**config.mk**
```make
export PLATFORM = sky130hd
export DESIGN_NAME = magic_length_frame_decoder_flat
export DESIGN_NICKNAME = d
export VERILOG_FILES = /design/src/hw/rtl/mlfd_pkg.sv /design/src/hw/rtl/mlfd_stream_if.sv /design/src/hw/rtl/magic_length_frame_decoder.sv /design/src/flat_wrapper.sv
export SDC_FILE = /design/constraint.sdc
export NUM_CORES = 1
export LEC_CHECK = 0
export BUFFER_PORTS_ARGS = -buffer_cell sky130_fd_sc_hd__buf_2
export CORE_ASPECT_RATIO = 1.1
export CORE_MARGIN = 8
export CORE_UTILIZATION = 40
export DETAILED_ROUTE_END_ITERATION = 6
export GPL_ROUTABILITY_DRIVEN = 0
export MAX_ROUTING_LAYER = met4
export SLEW_MARGIN = 5
export SYNTH_ARGS = -nofsm -noshare
export SYNTH_HDL_FRONTEND = slang
export SYNTH_SLANG_ARGS = --single-unit
```
**constraint.sdc**
```tcl
create_clock -name clk -period 6.1 [get_ports clk]
set_clock_uncertainty 0.2 [all_clocks]
set_input_delay 0.61 -clock clk [delete_from_list [all_inputs] [get_ports clk]]
set_output_delay 0.61 -clock clk [all_outputs]
set_load 0.005 [all_outputs]
```
**src/hw/rtl/mlfd_pkg.sv**
```systemverilog
// Shared types and constants of the magic/length frame decoder.
package mlfd_pkg;

  localparam int unsigned WORD_W = 32;
  localparam int unsigned BYTE_W = 8;
  localparam int unsigned HDR_CNT_W = 3;

  // Configuration register indexes
  localparam int unsigned CFG_INDEX_W = 1;
  localparam logic [CFG_INDEX_W-1:0] REG_FRAME_MAGIC = 1'd0;
  localparam logic [CFG_INDEX_W-1:0] REG_MAX_PAYLOAD = 1'd1;

  localparam logic [WORD_W-1:0] FRAME_MAGIC_RESET = 32'h0000_0000;
  localparam logic [WORD_W-1:0] MAX_PAYLOAD_RESET = 32'h0001_0000;

  // Header byte positions: bytes up to MAGIC_LAST form the magic word
  localparam logic [HDR_CNT_W-1:0] MAGIC_LAST  = 3'd3;
  localparam logic [HDR_CNT_W-1:0] HEADER_LAST = 3'd7;

  // Error causes
  localparam logic ERR_BAD_MAGIC  = 1'b0;
  localparam logic ERR_BAD_LENGTH = 1'b1;

  typedef struct packed {
    logic [BYTE_W-1:0] data_byte;
  } in_item_t;

  typedef struct packed {
    logic [BYTE_W-1:0] payload_byte;
    logic              frame_end;
    logic              empty_frame;
    logic              framing_error;
    logic              error_cause;
  } out_item_t;

endpackage

```
**src/hw/rtl/mlfd_stream_if.sv**
```systemverilog
// Valid/ready stream channel carrying one payload item per transaction.
interface mlfd_stream_if #(
  parameter type payload_t = logic
);
  logic     valid;
  logic     ready;
  payload_t payload;

  modport source (output valid, output payload, input ready);
  modport sink   (input valid, input payload, output ready);
endinterface

```
**src/hw/rtl/magic_length_frame_decoder.sv**
```systemverilog
// Each result is loaded into the output register as its byte is accepted.
// Throughput: one byte per cycle; the single output register is refilled in the cycle
// it is taken, so input stalls only while a result waits unaccepted downstream.
// Reset (rst, synchronous): header parser restarts, error cleared, output emptied,
// frame_magic returns to 0 and max_payload to 65536.
module magic_length_frame_decoder
  import mlfd_pkg::*;
(
  input  logic                   clk,
  input  logic                   rst,
  input  logic                   cfg_we,
  input  logic [CFG_INDEX_W-1:0] cfg_index,
  input  logic [WORD_W-1:0]      cfg_data,
  mlfd_stream_if.sink            rx,
  mlfd_stream_if.source          tx
);

  // Configuration registers
  logic [WORD_W-1:0] frame_magic;
  logic [WORD_W-1:0] max_payload;

  // Parser state
  logic                 in_payload;
  logic [HDR_CNT_W-1:0] header_count;
  logic [WORD_W-1:0]    magic_shift;
  logic [WORD_W-1:0]    length_shift;
  logic [WORD_W-1:0]    bytes_left;
  logic                 error_latched;

  // Output register
  logic      out_valid;
  out_item_t out_item;

  // Next-state and result of the byte on the input
  logic                 in_payload_next;
  logic [HDR_CNT_W-1:0] header_count_next;
  logic [WORD_W-1:0]    magic_shift_next;
  logic [WORD_W-1:0]    length_shift_next;
  logic [WORD_W-1:0]    bytes_left_next;
  logic                 error_latched_next;
  logic                 res_valid;
  out_item_t            res_item;
  logic [BYTE_W-1:0]    b;
  logic                 accept;

  assign b        = rx.payload.data_byte;
  assign rx.ready = !out_valid || tx.ready;
  assign accept   = rx.valid && rx.ready;

  assign tx.valid   = out_valid;
  assign tx.payload = out_item;

  // Write configuration registers
  always_ff @(posedge clk) begin
    if (rst) begin
      frame_magic <= FRAME_MAGIC_RESET;
      max_payload <= MAX_PAYLOAD_RESET;
    end else if (cfg_we) begin
      case (cfg_index)
        REG_FRAME_MAGIC: frame_magic <= cfg_data;
        REG_MAX_PAYLOAD: max_payload <= cfg_data;
        default: ;
      endcase
    end
  end

  // Decode one byte against the parser state
  always_comb begin
    in_payload_next    = in_payload;
    header_count_next  = header_count;
    magic_shift_next   = magic_shift;
    length_shift_next  = length_shift;
    bytes_left_next    = bytes_left;
    error_latched_next = error_latched;
    res_valid          = 1'b0;
    res_item           = '0;

    if (error_latched) begin
      // drop everything until reset
    end else if (in_payload) begin
      bytes_left_next       = bytes_left - 1'b1;
      res_valid             = 1'b1;
      res_item.payload_byte = b;
      if (bytes_left == {{(WORD_W-1){1'b0}}, 1'b1}) begin
        in_payload_next    = 1'b0;
        res_item.frame_end = 1'b1;
      end
    end else begin
      if (header_count <= MAGIC_LAST) begin
        magic_shift_next = {magic_shift[WORD_W-BYTE_W-1:0], b};
      end else begin
        length_shift_next = {length_shift[WORD_W-BYTE_W-1:0], b};
      end

      if (header_count != HEADER_LAST) begin
        header_count_next = header_count + 1'b1;
      end else begin
        // Header complete: check magic first, then length
        header_count_next = '0;
        res_valid         = 1'b1;
        if (magic_shift != frame_magic) begin
          error_latched_next     = 1'b1;
          res_item.framing_error = 1'b1;
          res_item.error_cause   = ERR_BAD_MAGIC;
        end else if (length_shift_next > max_payload) begin
          error_latched_next     = 1'b1;
          res_item.framing_error = 1'b1;
          res_item.error_cause   = ERR_BAD_LENGTH;
        end else if (length_shift_next == '0) begin
          res_item.empty_frame = 1'b1;
        end else begin
          res_valid       = 1'b0;
          in_payload_next = 1'b1;
          bytes_left_next = length_shift_next;
        end
      end
    end
  end

  // Advance parser state on each accepted transaction
  always_ff @(posedge clk) begin
    if (rst) begin
      in_payload    <= 1'b0;
      header_count  <= '0;
      magic_shift   <= '0;
      length_shift  <= '0;
      bytes_left    <= '0;
      error_latched <= 1'b0;
    end else if (accept) begin
      in_payload    <= in_payload_next;
      header_count  <= header_count_next;
      magic_shift   <= magic_shift_next;
      length_shift  <= length_shift_next;
      bytes_left    <= bytes_left_next;
      error_latched <= error_latched_next;
    end
  end

  // Hold the result until taken; load a new one when a transaction yields it
  always_ff @(posedge clk) begin
    if (rst) begin
      out_valid <= 1'b0;
    end else if (accept) begin
      out_valid <= res_valid;
    end else if (tx.ready) begin
      out_valid <= 1'b0;
    end
  end

  always_ff @(posedge clk) begin
    if (accept && res_valid) begin
      out_item <= res_item;
    end
  end

endmodule

```
**src/flat_wrapper.sv**
```systemverilog
// flat-port wrapper written by rule: the top's interface ports become plain ports
module magic_length_frame_decoder_flat import mlfd_pkg::*;
  (clk, rst, cfg_we, cfg_index, cfg_data, rx_valid, rx_payload, rx_ready, tx_valid, tx_payload, tx_ready);
  mlfd_stream_if #(.payload_t(in_item_t)) rx_i ();
  mlfd_stream_if #(.payload_t(out_item_t)) tx_i ();
  input  logic clk;
  input  logic rst;
  input  logic cfg_we;
  input  logic [CFG_INDEX_W-1:0] cfg_index;
  input  logic [WORD_W-1:0] cfg_data;
  input wire logic [$bits(rx_i.valid)-1:0] rx_valid;
  input wire logic [$bits(rx_i.payload)-1:0] rx_payload;
  output wire logic [$bits(rx_i.ready)-1:0] rx_ready;
  output wire logic [$bits(tx_i.valid)-1:0] tx_valid;
  output wire logic [$bits(tx_i.payload)-1:0] tx_payload;
  input wire logic [$bits(tx_i.ready)-1:0] tx_ready;
  assign rx_i.valid = rx_valid;
  assign rx_i.payload = rx_payload;
  assign rx_ready = rx_i.ready;
  assign tx_valid = tx_i.valid;
  assign tx_payload = tx_i.payload;
  assign tx_i.ready = tx_ready;
  magic_length_frame_decoder u_core (.clk(clk), .rst(rst), .cfg_we(cfg_we), .cfg_index(cfg_index), .cfg_data(cfg_data), .rx(rx_i), .tx(tx_i));
endmodule
```
* After elaboration in Yosys (flattened, before gate mapping)
Cells that the tools add are included.
Operators by class: div/mod/pow operators 0, equality and inequality tests 7, $mul 0, shifts and indexed selects 0, bitwise gates (word level) 3, magnitude comparators 2, reduce and logical (&&, ||, !) cells 16, muxes and demuxes 31, add/subtract/negate cells 2
Operators with widths (count):
- $mux W32 | 8
- $eq A32 B1 Y1 const B | 1
- $gt A32 B32 Y1 | 1
- $logic_not A32 Y1 | 1
- $ne A32 B32 Y1 | 1
- $sub A32 B1 Y32 const B | 1
- $mux W1 | 20
- $ne A2 B1 Y1 const B | 4
- $reduce_and A2 Y1 | 3
- $reduce_and A6 Y1 | 1
- $reduce_or A5 Y1 | 1
- $mux W2 | 2
- $reduce_and A4 Y1 | 1
- $reduce_or A4 Y1 | 1
- $add A3 B1 Y3 const B | 1
- $le A3 B2 Y1 const B | 1
- $mux W3 | 1
- $ne A3 B3 Y1 const B | 1
- $not A1 Y1 | 3
- $reduce_and A3 Y1 | 1
- $reduce_or A3 Y1 | 1
- $logic_and A1 B1 Y1 | 2
- $reduce_bool A2 Y1 | 1
- $reduce_or A2 Y1 | 1
- other kinds (2) | 2
Storage, ports and cells: bits in read-only memories 0, latch bits 0, bits in writable memories 0, memories 0, bits in registers 178, word-level logic and storage cells 75

* Logic depth before layout (Yosys ltp)
word-level depth 12, mapped depth 15

* Least setup slack after synthesis
OpenSTA, ideal clock, no wires.
kind flip-flop to flip-flop, start point register u_core.header_count[0], end point register u_core.out_item (netlist bit u_core.tx.payload[0]), enable pin, buffers on the path 1, data arrival time 3.719 ns, path slack 1.831 ns, stages on the path, launching flop included 13, clock period less this slack 4.269 ns, path through dfxtp_1 ha_1 ha_1 nor2_1 clkbuf_1 mux2_2 ha_1 nand4_1 a2111o_1 a311oi_1 nor3_1 a21o_1 nand2_1
Between the ends: longest elaborated chain between the ends 12
RTL lines:
- start: declaration | RTL line magic_length_frame_decoder.sv:24 | logic [HDR_CNT_W-1:0] header_count;
- start signal: assignment | RTL line magic_length_frame_decoder.sv:131 | header_count <= header_count_next;
- parallel branches: the longest is 8 deep, another holds $gt A32 B32 Y1
- $mux W1 (*) | RTL line magic_length_frame_decoder.sv:95 | if (header_count != HEADER_LAST) begin
- $mux W1 (*) | RTL line magic_length_frame_decoder.sv:80 | end else if (in_payload) begin
- $mux W1 (*) | RTL line magic_length_frame_decoder.sv:78 | if (error_latched) begin
- $logic_and A1 B1 Y1 (*) | RTL line magic_length_frame_decoder.sv:151 | if (accept && res_valid) begin
- end signal: assignment | RTL line magic_length_frame_decoder.sv:152 | out_item <= res_item;
- end: declaration | RTL line magic_length_frame_decoder.sv:32 | out_item_t out_item;
Every way passes the cells marked *. The select of a mux whose other input is x is not followed. A chain may end at the register's enable or synchronous reset.

* Worst setup path in the final report
start point register u_core.header_count[0], end point register u_core.out_item (netlist bit u_core.tx.payload[11]), enable pin
The elaborated chain is that of the path after synthesis.

==> impl_metrics.csv <==
group,metric,value,unit
sta,finalCriticalPeriod,4770,ps
critical_path,cp_max_fo,33,
synth,synth.distinct_cells,58,
critical_path,crit_path_max_incr_delay,600,ps
grt,grtUsageTotal,19.0,%
flow_run,drv.max_cap_violation_count,0,
sta,hold_viol_final,0,
synth,synth_edf_count,12,
synth,synth_compound_area_share,16.0,%
critical_path,cp-start-kind,"flip-flop",
critical_path,cp-end-kind,"flip-flop",
synth,syn_inst,1123,
synth,synth_register_bits,178,
clock_tree,htreeDepth,4,
sta,setup_viol_count_final,0,
grt,initial_antenna_violation_count,0,
sta,rsz0062_at_grt,"no",
sta,finalWorstSetupSlack,1330,ps
synth,cell_taking_the_most_area_after_synthesis,"sky130_fd_sc_hd__dfxtp_1",
clock_tree,clkSlewWorstSetupHoldPaths,70,ps
placement,post_place_setup_slack,1310,ps
grt,grt_max_degree,100,
sta,setup_tns,0,ps
synth,library_cell_with_the_highest_instance_count_after_synthesis,"sky130_fd_sc_hd__nand2_1",
synth,ys_dominant_reg_cell,"sky130_fd_sc_hd__dfxtp_1",
routing,routedWlPerCell,17.8,um
die,rows,57,
die,floorplan.initialDensity,40.8,%
routing,detail_route.vias_per_cell,5.42,
clock_tree,clk-insertion-delay-late,440,ps
sta,post_route_fraction_of_the_period_consumed_by_the_critical_path,78.2,%
synth,synth_adder_area_share,5.12,%
synth,synth-xor-area-share,3.29,%
die,core,0.0222,mm2
min_path,worst_hold_path_type,"in2reg",
routing,met2WireLength,12500,um
sta,max_clock_freq,0.210,GHz
synth,synthesis.area,0.00904,mm2
critical_path,cpMostUsedCell,"sky130_fd_sc_hd__ha_1",
finish,area_of_the_multi_input_gates,0.00493,mm2
finish,n_fill_cell,2175,
clock_tree,cts_setup_buffers,0,
grt,grt_remaining_overflow,0,
placement,post-dp-hpwl,18900,um
sta,worst_slew_slack_as_a_fraction_of_its_limit,27.9,%
clock_tree,clock-sinks,178,
synth,synth_simple_gate_area_share,25.2,%
synth,synth_top_area_share,36.8,%
routing,final_wirelength,26000,um
finish,syn_to_final_growth,13.0,%
clock_tree,cts_root_buf,"sky130_fd_sc_hd__clkbuf_16",
routing,detailedRoute.firstPassIterationCount,5,
pwr,vdd_ir_drop_max,0.000201,V
finish,postLayoutCoreUtil,46.1,%
grt,first_pass_grt_wire_length,41400,um
clock_tree,tritoncts,"built",
critical_path,crit_arrival,4660,ps
die,floorplan.die.height,174,um
finish,num-nets-final,1238,
routing,vias,7926,
placement,port_buffers,59,
critical_path,critical_path.slowest_cell,"sky130_fd_sc_hd__a311oi_1",
critical_path,worst-setup-path-type,"reg2reg",
synth,synth_top_family_by_area,"simple AND/OR/NAND/NOR gates",
sta,timing.hold.ws,218,ps
critical_path,data_required_critical_path,5990,ps
synth,synthTopCellsByArea,"sky130_fd_sc_hd__dfxtp_1 (37%), sky130_fd_sc_hd__nand2_1 (9.4%), sky130_fd_sc_hd__a21oi_1 (7.4%)",
routing,route.met3.wl,1050,um
synth,ys_warn_count,0,
die,fp.dieArea,0.0277,mm2
synth,synth_sequential_area_ratio,40.7,%
routing,detail_route.iter0.violations,658,
die,floorplan.die.width,159,um
grt,number_of_global_route_vias_before_repair,7478,
pwr,cellPowerDensity,271,mW/mm2
routing,route.detailed.drc,0,
clock_tree,post_cts_gate_resize_count,0,
synth,synth_mux_area_share,4.64,%
finish,layout.area.seq,0.00368,mm2
clock_tree,cts_hold_buffers,0,
clock_tree,max-clock-path-buffers,2,
sta,slew_viol_final,0,
pwr,total_leakage_power,4.00,nW
routing,maxUsedRoutingLayer,"met4",
finish,layout-drive-gt1-share,14.5,%
clock_tree,numCtsBuffers,17,
sta,worst-slew-pin-transition,1080,ps
die,design.portCount,60,
routing,met1_length,11900,um
routing,detail-route-antenna-nets,0,
synth,async_reset_ff_share,0,%
synth,syn_area_per_cell,8.05,um2
synth,synth_fp_nets,1206,
synth,post_synth_most_frequent_cells,"sky130_fd_sc_hd__nand2_1 (226), sky130_fd_sc_hd__dfxtp_1 (166), sky130_fd_sc_hd__a21oi_1 (133), sky130_fd_sc_hd__nor2_1 (95), sky130_fd_sc_hd__inv_1 (54)",
finish,antenna_cells,0,
critical_path,crit_chain,"ha_1, ha_1, nor2_2, buf_4, mux2_2, ha_1, nand4_1, nor3_1, nand2_1, a311oi_1, nor3_1, a21o_1, nand2_1",
status,run_status,"finished clean",
-- worst paths after layout --
check / from / to / slack, ps / cells past startpoint
setup / recovery: u_core.header_count[0] / u_core.tx.payload[11] / 1330 / 13
hold / removal: cfg_data[18] / u_core.frame_magic[18] / 220 / 3
setup reg to reg: u_core.header_count[0] / u_core.tx.payload[11] / 1330 / 13
hold reg to reg: u_core.max_payload[22] / u_core.max_payload[22] / 250 / 2
-- cell type report --
cell class                 instances  area share, %
timing repair buffer              75           4.09
multi-input combinational        829           48.2
clock buffer                      17           4.16
sequential                       178           36.0
inverter                          54           1.98
tap                              295           3.61
clock inverter                    15           1.91
-- layer usage --
layer,global-route usage (%),vias to the layer above
met3,2.61,31
met4,6.49,0
met2,30.1,187
met1,24.6,3736
met5,-,-
li1,-,3972
-- sequential cells by signal, summed over array words and instances (netlist names) --
signal,count
u_core.bytes_left,32
u_core.frame_magic,32
u_core.length_shift,32
u_core.magic_shift,32
u_core.max_payload,32
u_core.tx.payload,12
u_core.header_count,3
u_core.error_latched,1
u_core.in_payload,1
u_core.tx.valid,1
-- critical path, delay by kind of cell (launching register included) --
family / cells / cell delay, ps
AND/OR/NAND/NOR: 6 / 1420
AO/OA/AOI/OAI: 2 / 830
adder cells (fa/ha/maj): 3 / 770
multiplexers: 1 / 430
buffers and inverters: 1 / 410
flip-flops: 1 / 340
-- through the flow --
step           instances  area [um2]  power (mW)
2_1_floorplan       1123        9040        1.52
5_1_grt             1463       10200        2.89
6_report            1463       10200        2.77
3_3_place_gp        1431        9600        1.64
4_1_cts             1463       10200        2.79
3_5_place_dp        1431        9600        1.65
-- cell families (layout without fill, tap and decap cells) --
group | Yosys count | count (layout)
simple gates | 496 | 496
compound gates | 224 | 224
buf+inv | 116 | 161
fa+ha+maj | 37 | 37
xor+xnor | 34 | 34
mux | 38 | 38
flops | 178 | 178
-- layout by cell type (no fill, tap or decap), types with 7 or more instances in the layout --
cell type / count
sky130_fd_sc_hd__a211oi_1: 10
sky130_fd_sc_hd__a21oi_1: 133
sky130_fd_sc_hd__a311oi_1: 10
sky130_fd_sc_hd__o311ai_2: 8
sky130_fd_sc_hd__clkbuf_16: 17
sky130_fd_sc_hd__xor2_1: 34
sky130_fd_sc_hd__buf_4: 17
sky130_fd_sc_hd__nand2_1: 226
sky130_fd_sc_hd__and2_1: 11
sky130_fd_sc_hd__edfxtp_1: 12
sky130_fd_sc_hd__buf_2: 58
sky130_fd_sc_hd__mux2_2: 31
sky130_fd_sc_hd__nand3_1: 31
sky130_fd_sc_hd__mux2i_1: 7
sky130_fd_sc_hd__nor2_1: 93
sky130_fd_sc_hd__dfxtp_1: 166
sky130_fd_sc_hd__o21ai_0: 20
sky130_fd_sc_hd__ha_1: 37
sky130_fd_sc_hd__nor4_1: 26
sky130_fd_sc_hd__inv_1: 54
sky130_fd_sc_hd__a22oi_1: 7
sky130_fd_sc_hd__nor3_1: 51
sky130_fd_sc_hd__nand4_1: 15
-- power breakdown --
part,total [mW],switching (mW),internal [mW]
Clock,1.15,0.524,0.625
Combinational,0.370,0.236,0.134
Sequential,1.25,0.0388,1.22
Total,2.77,0.799,1.97
Power figures use the tool's default switching activity.
